<file path="src/sv/atcl_pkg.sv">
// Shared constants, widths and sensor tables for the ADC code to temperature unit.
// No dependencies.
`default_nettype none
package atcl_pkg;
	localparam int TABLE_POINTS = 111;
	localparam int FRAC_BITS    = 8;
	localparam int IDX_W        = $clog2(TABLE_POINTS);
	localparam int PT_W         = 22;   // table point in hundredths of an ohm
	localparam int R_W          = 32;   // resistance, Q24.8 ohms
	localparam int RS_W         = 39;   // resistance times 100
	localparam int PROD_W       = 43;   // divider_ohms * code magnitude
	localparam int DVD_W        = 51;   // dividend of the shared divider
	localparam int DVS_W        = 25;   // divisor of the shared divider
	localparam int DIV_CNT_W    = $clog2(DVD_W);
	localparam int CFG_W        = 25;
	localparam int DIVR_W       = 20;
	localparam int FS_W         = 25;
	localparam int CODE_W       = 24;
	localparam int TEMP_W       = 15;
	localparam int CH_W         = 3;
	localparam int STEP_W       = FRAC_BITS + 1;

	localparam logic [TEMP_W-1:0] TEMP_TOP = TEMP_W'((TABLE_POINTS - 1) << FRAC_BITS);

	localparam logic CFG_DIVIDER   = 1'b0;
	localparam logic CFG_FULLSCALE = 1'b1;

	// NTC table, tenths of an ohm
	localparam logic [PT_W-1:0] NTC_DOHM [TABLE_POINTS] = '{
		294900,281500,268900,256900,245500,234600,224300,214500,205200,196300,
		187900,179800,172200,164900,157900,151300,145000,139000,133300,127900,
		122600,117700,112900,108400,104100,100000,96050,92270,88670,85230,
		81940,78800,75790,72910,70160,67520,65000,62580,60260,58050,
		55920,53890,51930,50060,48270,46550,44890,43310,41790,40330,
		38930,37580,36290,35040,33850,32700,31600,30540,29520,28540,
		27600,26690,25820,24970,24170,23390,22640,21910,21220,20550,
		19900,19280,18680,18100,17540,17000,16480,15980,15490,15030,
		14580,14140,13720,13320,12930,12550,12180,11830,11490,11160,
		10840,10530,10230,9942,9663,9393,9132,8879,8634,8397,
		8168,7946,7731,7523,7321,7126,6936,6753,6575,6403,
		6235
	};

	// RTD-100 table, hundredths of an ohm
	localparam logic [PT_W-1:0] RTD_COHM [TABLE_POINTS] = '{
		10000,10039,10078,10117,10156,10195,10234,10273,10312,10351,
		10390,10429,10468,10507,10546,10585,10624,10663,10702,10740,
		10779,10818,10857,10896,10935,10973,11012,11051,11090,11128,
		11167,11206,11245,11283,11322,11361,11399,11438,11477,11515,
		11554,11593,11631,11670,11708,11747,11785,11824,11862,11901,
		11940,11978,12016,12055,12093,12132,12170,12209,12247,12286,
		12324,12362,12401,12439,12477,12517,12555,12593,12632,12670,
		12708,12746,12785,12823,12861,12899,12938,12976,13014,13052,
		13090,13128,13167,13205,13243,13281,13319,13357,13395,13433,
		13471,13509,13547,13585,13623,13661,13699,13737,13775,13813,
		13851,13889,13927,13965,14003,14039,14077,14115,14153,14191,
		14229
	};

	// Table point k in hundredths of an ohm
	function automatic logic [PT_W-1:0] tbl_point(input logic rtd, input logic [IDX_W-1:0] k);
		logic [PT_W-1:0] d;
		d = '0;
		if (k < IDX_W'(TABLE_POINTS)) begin
			if (rtd) begin
				d = RTD_COHM[k];
			end else begin
				d = (NTC_DOHM[k] << 3) + (NTC_DOHM[k] << 1);
			end
		end
		return d;
	endfunction

	typedef struct packed {
		logic start;
	} div_ctl_t;

	typedef struct packed {
		logic done;
	} div_stat_t;
endpackage
`default_nettype wire

</file>
<file path="src/sv/atcl_div.sv">
// Restoring divider, one quotient bit per cycle.
// Depends on atcl_pkg.
`default_nettype none
module atcl_div import atcl_pkg::*; (
	input  wire logic             clk,
	input  wire logic             arst_n,
	input  wire div_ctl_t         ctl,
	input  wire logic [DVD_W-1:0] dividend,
	input  wire logic [DVS_W-1:0] divisor,
	output div_stat_t             stat,
	output logic      [DVD_W-1:0] quotient
);
	logic [DVS_W-1:0]     rem_q;
	logic [DVD_W-1:0]     quo_q;
	logic [DVS_W-1:0]     dvs_q;
	logic [DIV_CNT_W-1:0] cnt_q;
	logic                 busy_q;
	logic                 done_q;
	logic [DVS_W:0]       trial;
	logic                 fits;

	assign trial = {rem_q, quo_q[DVD_W-1]};
	assign fits  = trial >= {1'b0, dvs_q};

	always_ff @(posedge clk or negedge arst_n) begin
		if (!arst_n) begin
			busy_q <= 1'b0;
			done_q <= 1'b0;
			cnt_q  <= '0;
		end else begin
			done_q <= 1'b0;
			if (ctl.start) begin
				busy_q <= 1'b1;
				cnt_q  <= '0;
			end else if (busy_q) begin
				cnt_q <= cnt_q + DIV_CNT_W'(1);
				if (cnt_q == DIV_CNT_W'(DVD_W - 1)) begin
					busy_q <= 1'b0;
					done_q <= 1'b1;
				end
			end
		end
	end

	always_ff @(posedge clk) begin
		if (ctl.start) begin
			rem_q <= '0;
			quo_q <= dividend;
			dvs_q <= divisor;
		end else if (busy_q) begin
			rem_q <= fits ? DVS_W'(trial - {1'b0, dvs_q}) : DVS_W'(trial);
			quo_q <= {quo_q[DVD_W-2:0], fits};
		end
	end

	assign stat.done = done_q;
	assign quotient  = quo_q;
endmodule
`default_nettype wire

</file>
<file path="src/sv/adc_code_to_temperature_lut_unit.sv">
// ADC code to temperature: divider resistance, then table search and interpolation.
// The resistance comes from a divider pass, skipped for a non-positive code or one
// at/above full scale; it is scaled and checked against both table ends. A result that
// does not clamp comes from a segment-by-segment scan and, for a non-zero span, a second
// divider pass for the interpolation step. Input stalls until the result register takes
// the beat; the next is accepted in the cycle after that. One beat in flight at a time.
// Reset (arst_n low, async) clears the sequencer and valids and loads
// divider_ohms = 10000 and full_scale_code = 8388608.
// Depends on atcl_pkg and atcl_div.
`default_nettype none
module adc_code_to_temperature_lut_unit import atcl_pkg::*; (
	input  wire logic              clk,
	input  wire logic              arst_n,
	input  wire logic              cfg_wr_en,
	input  wire logic              cfg_index,
	input  wire logic [CFG_W-1:0]  cfg_data,
	input  wire logic              in_valid,
	output logic                   in_stall,
	input  wire logic              mode,
	input  wire logic [CH_W-1:0]   channel,
	input  wire logic [CODE_W-1:0] adc_code,
	output logic                   out_valid,
	input  wire logic              out_stall,
	output logic [CH_W-1:0]        channel_out,
	output logic [TEMP_W-1:0]      temperature_q8,
	output logic                   clamped
);
	typedef enum logic [2:0] {
		ST_IDLE, ST_MUL, ST_DIV_R, ST_SCALE, ST_CHECK, ST_SCAN, ST_DIV_T, ST_DONE
	} state_t;

	state_t              state_q;
	logic [DIVR_W-1:0]   divr_q;
	logic [FS_W-1:0]     fs_q;
	logic                rtd_q;
	logic [CH_W-1:0]     ch_q;
	logic [PROD_W-1:0]   prod_q;
	logic [R_W-1:0]      r_q;
	logic [RS_W-1:0]     rs_q;
	logic [IDX_W-1:0]    idx_q;
	logic [TEMP_W-1:0]   temp_q;
	logic                clamp_q;
	logic [DVD_W-1:0]    dvd_q;
	logic [DVS_W-1:0]    dvs_q;
	logic                start_q;
	logic                out_valid_q;
	logic [CH_W-1:0]     out_ch_q;
	logic [TEMP_W-1:0]   out_temp_q;
	logic                out_clamp_q;

	div_ctl_t            div_ctl;
	div_stat_t           div_stat;
	logic [DVD_W-1:0]    quot;

	// input side
	logic [CODE_W-2:0]   mag;
	logic                code_le0;
	logic                code_sat;
	// search
	logic [IDX_W-1:0]    idx_n;
	logic [PT_W-1:0]     pt_a, pt_b, pt_first, pt_last, pt_lo, pt_hi;
	logic [RS_W-1:0]     sc_lo, sc_hi, sc_b, sc_first, sc_last;
	logic                seg_hit, cold, hot;
	logic [RS_W-1:0]     num;
	logic [PT_W-1:0]     span;
	logic                accept;

	assign mag      = adc_code[CODE_W-2:0];
	assign code_le0 = adc_code[CODE_W-1] || (adc_code == '0);
	assign code_sat = FS_W'(mag) >= fs_q;
	assign accept   = in_valid && !in_stall;
	assign in_stall = (state_q != ST_IDLE);

	// Table access: two points of the current segment plus both end points
	assign idx_n    = idx_q + IDX_W'(1);
	assign pt_a     = tbl_point(rtd_q, idx_q);
	assign pt_b     = tbl_point(rtd_q, idx_n);
	assign pt_first = tbl_point(rtd_q, '0);
	assign pt_last  = tbl_point(rtd_q, IDX_W'(TABLE_POINTS - 1));
	assign pt_lo    = rtd_q ? pt_a : pt_b;
	assign pt_hi    = rtd_q ? pt_b : pt_a;
	assign sc_lo    = RS_W'({pt_lo, {FRAC_BITS{1'b0}}});
	assign sc_hi    = RS_W'({pt_hi, {FRAC_BITS{1'b0}}});
	assign sc_b     = RS_W'({pt_b, {FRAC_BITS{1'b0}}});
	assign sc_first = RS_W'({pt_first, {FRAC_BITS{1'b0}}});
	assign sc_last  = RS_W'({pt_last, {FRAC_BITS{1'b0}}});
	assign seg_hit  = (rs_q >= sc_lo) && (rs_q <= sc_hi);
	// cold end is point 0, hot end the last point; direction follows the table
	assign cold     = rtd_q ? (rs_q < sc_first) : (rs_q > sc_first);
	assign hot      = rtd_q ? (rs_q > sc_last) : (rs_q < sc_last);
	assign num      = rtd_q ? (sc_b - rs_q) : (rs_q - sc_b);
	assign span     = pt_hi - pt_lo;

	assign div_ctl.start = start_q;

	atcl_div u_div (
		.clk      (clk),
		.arst_n   (arst_n),
		.ctl      (div_ctl),
		.dividend (dvd_q),
		.divisor  (dvs_q),
		.stat     (div_stat),
		.quotient (quot)
	);

	// Configuration registers
	always_ff @(posedge clk or negedge arst_n) begin
		if (!arst_n) begin
			divr_q <= DIVR_W'(10000);
			fs_q   <= FS_W'(8388608);
		end else if (cfg_wr_en) begin
			unique case (cfg_index)
				CFG_DIVIDER:   divr_q <= cfg_data[DIVR_W-1:0];
				CFG_FULLSCALE: fs_q   <= cfg_data[FS_W-1:0];
				default:       ;
			endcase
		end
	end

	// Sequencer and result register
	always_ff @(posedge clk or negedge arst_n) begin
		if (!arst_n) begin
			state_q     <= ST_IDLE;
			start_q     <= 1'b0;
			out_valid_q <= 1'b0;
		end else begin
			start_q <= 1'b0;
			if (out_valid_q && !out_stall && state_q != ST_DONE) begin
				out_valid_q <= 1'b0;
			end
			unique case (state_q)
				ST_IDLE: begin
					if (accept) begin
						rtd_q  <= mode;
						ch_q   <= channel;
						prod_q <= PROD_W'(divr_q) * PROD_W'(mag);
						dvs_q  <= fs_q - FS_W'(mag);
						if (code_le0) begin
							r_q     <= '0;
							state_q <= ST_SCALE;
						end else if (code_sat) begin
							r_q     <= '1;
							state_q <= ST_SCALE;
						end else begin
							state_q <= ST_MUL;
						end
					end
				end
				ST_MUL: begin
					dvd_q   <= {prod_q, {FRAC_BITS{1'b0}}};
					start_q <= 1'b1;
					state_q <= ST_DIV_R;
				end
				ST_DIV_R: begin
					if (div_stat.done) begin
						// quotient beyond 32 bits saturates
						r_q     <= (|quot[DVD_W-1:R_W]) ? '1 : quot[R_W-1:0];
						state_q <= ST_SCALE;
					end
				end
				ST_SCALE: begin
					rs_q    <= RS_W'(r_q) * RS_W'(100);
					state_q <= ST_CHECK;
				end
				ST_CHECK: begin
					idx_q <= '0;
					if (cold) begin
						temp_q  <= '0;
						clamp_q <= 1'b1;
						state_q <= ST_DONE;
					end else if (hot) begin
						temp_q  <= TEMP_TOP;
						clamp_q <= 1'b1;
						state_q <= ST_DONE;
					end else begin
						clamp_q <= 1'b0;
						state_q <= ST_SCAN;
					end
				end
				ST_SCAN: begin
					if (seg_hit) begin
						if (span == '0) begin
							temp_q  <= {idx_n, {FRAC_BITS{1'b0}}};
							state_q <= ST_DONE;
						end else begin
							// rounded-up step: (num + span - 1) / span
							dvd_q   <= DVD_W'(num) + DVD_W'(span) - DVD_W'(1);
							dvs_q   <= DVS_W'(span);
							start_q <= 1'b1;
							state_q <= ST_DIV_T;
						end
					end else if (idx_q == IDX_W'(TABLE_POINTS - 2)) begin
						temp_q  <= TEMP_TOP;
						state_q <= ST_DONE;
					end else begin
						idx_q <= idx_n;
					end
				end
				ST_DIV_T: begin
					if (div_stat.done) begin
						temp_q  <= {idx_n, {FRAC_BITS{1'b0}}} - TEMP_W'(quot[STEP_W-1:0]);
						state_q <= ST_DONE;
					end
				end
				ST_DONE: begin
					// hand over once the result register is free
					if (!out_valid_q || !out_stall) begin
						out_valid_q <= 1'b1;
						out_ch_q    <= ch_q;
						out_temp_q  <= temp_q;
						out_clamp_q <= clamp_q;
						state_q     <= ST_IDLE;
					end
				end
				default: state_q <= ST_IDLE;
			endcase
		end
	end

	assign out_valid      = out_valid_q;
	assign channel_out    = out_ch_q;
	assign temperature_q8 = out_temp_q;
	assign clamped        = out_clamp_q;
endmodule
`default_nettype wire
</file>
<file path="config.mk">
export PLATFORM = sky130hd
export DESIGN_NAME = adc_code_to_temperature_lut_unit
export DESIGN_NICKNAME = d
export VERILOG_FILES = /design/src/sv/atcl_pkg.sv /design/src/sv/atcl_div.sv /design/src/sv/adc_code_to_temperature_lut_unit.sv
export SDC_FILE = /design/constraint.sdc
export NUM_CORES = 2
export LEC_CHECK = 0
export ABC_AREA = 1
export ABC_CLOCK_PERIOD_IN_PS = 17800
export BUFFER_PORTS_ARGS = -buffer_cell sky130_fd_sc_hd__buf_2
export CAP_MARGIN = 0
export CORE_UTILIZATION = 35
export CTS_CLUSTER_SIZE = 8
export DETAILED_ROUTE_END_ITERATION = 10
export PLACE_DENSITY = 0.58
export REMOVE_ABC_BUFFERS = 1
export SYNTH_ARGS = -nofsm -noshare
export SYNTH_HDL_FRONTEND = slang
export SYNTH_SLANG_ARGS = --single-unit
</file>
<file path="constraint.sdc">
create_clock -name clk -period 17.8 [get_ports clk]
set_input_delay 0.89 -clock clk [delete_from_list [all_inputs] [get_ports clk]]
set_output_delay 0.89 -clock clk [all_outputs]
set_load 0.005 [all_outputs]
</file>
==> impl_metrics.env <==
export IMPL_antenna_cells=0
export IMPL_start_util_pct=35.4
export IMPL_worstPathRequired_ns=18.22
export IMPL_post_route_period_util_pct=64.0
export IMPL_insertion_delay_ns=0.67
export IMPL_syn_instance_count=7277
export IMPL_rsz0062_at_grt="false"
export IMPL_hold_buffers=0
export IMPL_seq_area_frac_synth_pct=21.2
export IMPL_layout_drive_gt1_share_pct=4.01
export IMPL_die_area_sq_mm=0.154
export IMPL_vias=50091
export IMPL_core_area_sq_mm=0.150
export IMPL_cts_sinks=393
export IMPL_io_buffers=79
export IMPL_final_common_cell="nand2_1"
export IMPL_setup_worst_path_start_class="flip-flop"
export IMPL_wire_per_inst_microns=22.2
export IMPL_die_w_microns=392
export IMPL_cts_buffer_depth=3
export IMPL_r2r_end="dvd_q[39]"
export IMPL_worstRegToRegCells=57
export IMPL_grt_pass1_vias=49628
export IMPL_viasPerCell=5.40
export IMPL_fmax_ghz=0.0878
export IMPL_synthDistinctLibCells=69
export IMPL_globalRouteTotalUtil_pct=26.7
export IMPL_rrSetupSlack_ns=6.41
export IMPL_die_y_microns=392
export IMPL_setup_violations=0
export IMPL_final_cell_mix="1681 x nand2_1, 1415 x inv_1, 566 x ha_1"
export IMPL_reg2reg_from="idx_q[1]"
export IMPL_worst_path_max_fanout=32
export IMPL_grt_max_degree=83
export IMPL_netlist_area_sq_mm=0.0532
export IMPL_cp_slowest_stage_delay_ns=0.69
export IMPL_drt_total_wl_microns=206000
export IMPL_cts_setup_buffers=0
export IMPL_grt_antenna_before_repair=4
export IMPL_root_buffer="clkbuf_16"
export IMPL_first_pass_iters=6
export IMPL_gp_congestion=1.01
export IMPL_slowest_stage="edfxtp_1"
export IMPL_synth_main_ff_cell="edfxtp_1"
export IMPL_h_tree_depth=2
export IMPL_crit_start="idx_q[1]"
export IMPL_skew_ns=0.0474
export IMPL_timing_final_hold_violations=0
export IMPL_dp_hpwl_microns=163000
export IMPL_syn_to_final_growth_pct=7.73
export IMPL_holdCritPathClass="input pin to async pin"
export IMPL_synth_edf_count=310
export IMPL_min_period_ns=11.39
export IMPL_async_flop_share_pct=14.8
export IMPL_first_iter_violations=5111
export IMPL_setup_tns_ns=0
export IMPL_route_detailed_drc=0
export IMPL_drv_cap=0
export IMPL_ys_warn_count=0
export IMPL_cts_tree="yes"
export IMPL_max_slew_margin_pct=14.2
export IMPL_layout_nets=8271
export IMPL_worst_slew_pin_slew_ns=1.27
export IMPL_syn_avg_cell_area_sq_um=7.31
export IMPL_criticalPathCategory="flip-flop to flip-flop"
export IMPL_grt_overflow=0
export IMPL_cp_common_cell="nand2_1"
export IMPL_grt_pass1_wl_microns=311000
export IMPL_cts_resized=0
export IMPL_outcome="completed"
export IMPL_clkTransAtPathRegs_ns=0.06
export IMPL_drtAntennaViolNets=0
export IMPL_cts_buffers_inserted=56
export IMPL_slew_viol_final=0
export IMPL_cp_end_kind="flip-flop"
export IMPL_arrival_ns=11.81
export IMPL_rows=142
export IMPL_ys_seq_elements=393
export IMPL_io_pins=80
==> stage by stage <==
step	cells	util (%)	setup WS [ns]	area [sq um]	hold slack [ns]
global placement	9196	37.1	6.70	55700	0.400
CTS	9280	38.1	6.68	57300	0.0327
finish	9280	38.1	6.41	57300	0.0612
detailed placement	9196	37.1	6.71	55700	0.405
global route	9280	38.1	5.61	57300	0.0477
floorplan	7030	-	6.59	52200	0.400
==> cell families after synthesis <==
family / synth area share (%)
xor+xnor: 3.06
simple gates: 20.4
flops: 21.2
mux: 0.0635
compound gates: 14.8
fa+ha+maj: 28.7
buf+inv: 11.9
==> per-layer routing <==
metal | vias up | global-route usage (%) | wire length, microns
met5 | - | 0 | 13
met4 | 2 | 7.80 | 6830
met3 | 365 | 3.27 | 14100
met2 | 1971 | 43.1 | 92600
met1 | 24373 | 37.1 | 92300
li1 | 23380 | - | -
==> state kept, by name (all words and copies together) (netlist names), 20 cells and up <==
name,flops
prod_q,43
u_div.quotient,51
u_div.dvs_q,25
dvs_q,25
dvd_q,51
u_div.rem_q,25
divr_q,20
fs_q,25
rs_q,37
r_q,32
==> worst max-delay path: cells and delay by family, from the launching register on <==
kind / cells / cell delay, ns
adders and majority gates: 6 / 2.46
and+or+nand+nor: 28 / 3.65
AOI/OAI and AO/OA: 10 / 1.85
DFF: 1 / 0.69
xor gates and xnor gates: 1 / 0.40
buffers and inverters: 12 / 2.04
==> worst max path at each step <==
stage,end,slack [ns],cells past startpoint
6_report,dvd_q[39],6.41,57
5_1_grt,dvd_q[50],5.61,56
4_1_cts,dvd_q[47],6.68,56
3_5_place_dp,dvd_q[42],6.71,56
3_3_place_gp,dvd_q[39],6.70,56
2_1_floorplan,dvd_q[0],6.59,36
==> cells in the mapped netlist (all sizes together), types with 80 or more instances <==
master | n | area (sq um)
a21oi | 494 | 2470
clkbuf | 196 | 736
edfxtp | 310 | 9310
fa | 408 | 8170
ha | 566 | 7080
inv | 1418 | 5320
nand2 | 1690 | 6380
nand3 | 224 | 1130
nor2 | 540 | 2050
o21ai | 519 | 2600
xnor2 | 80 | 701
xor2 | 104 | 930
==> final cells by class <==
cell class / count / area, sq um
inverters: 1427 / 5360
clock inverters: 6 / 90.1
flip-flops and latches: 393 / 11300
repair buffers: 150 / 928
clock buffers: 78 / 1490
fillers: 16048 / 93000
multi-input cells: 5210 / 35700
well taps: 2016 / 2520
Power is not shown: default switching activity piles up to over one toggle a cycle in this logic, so the estimate is an artifact.
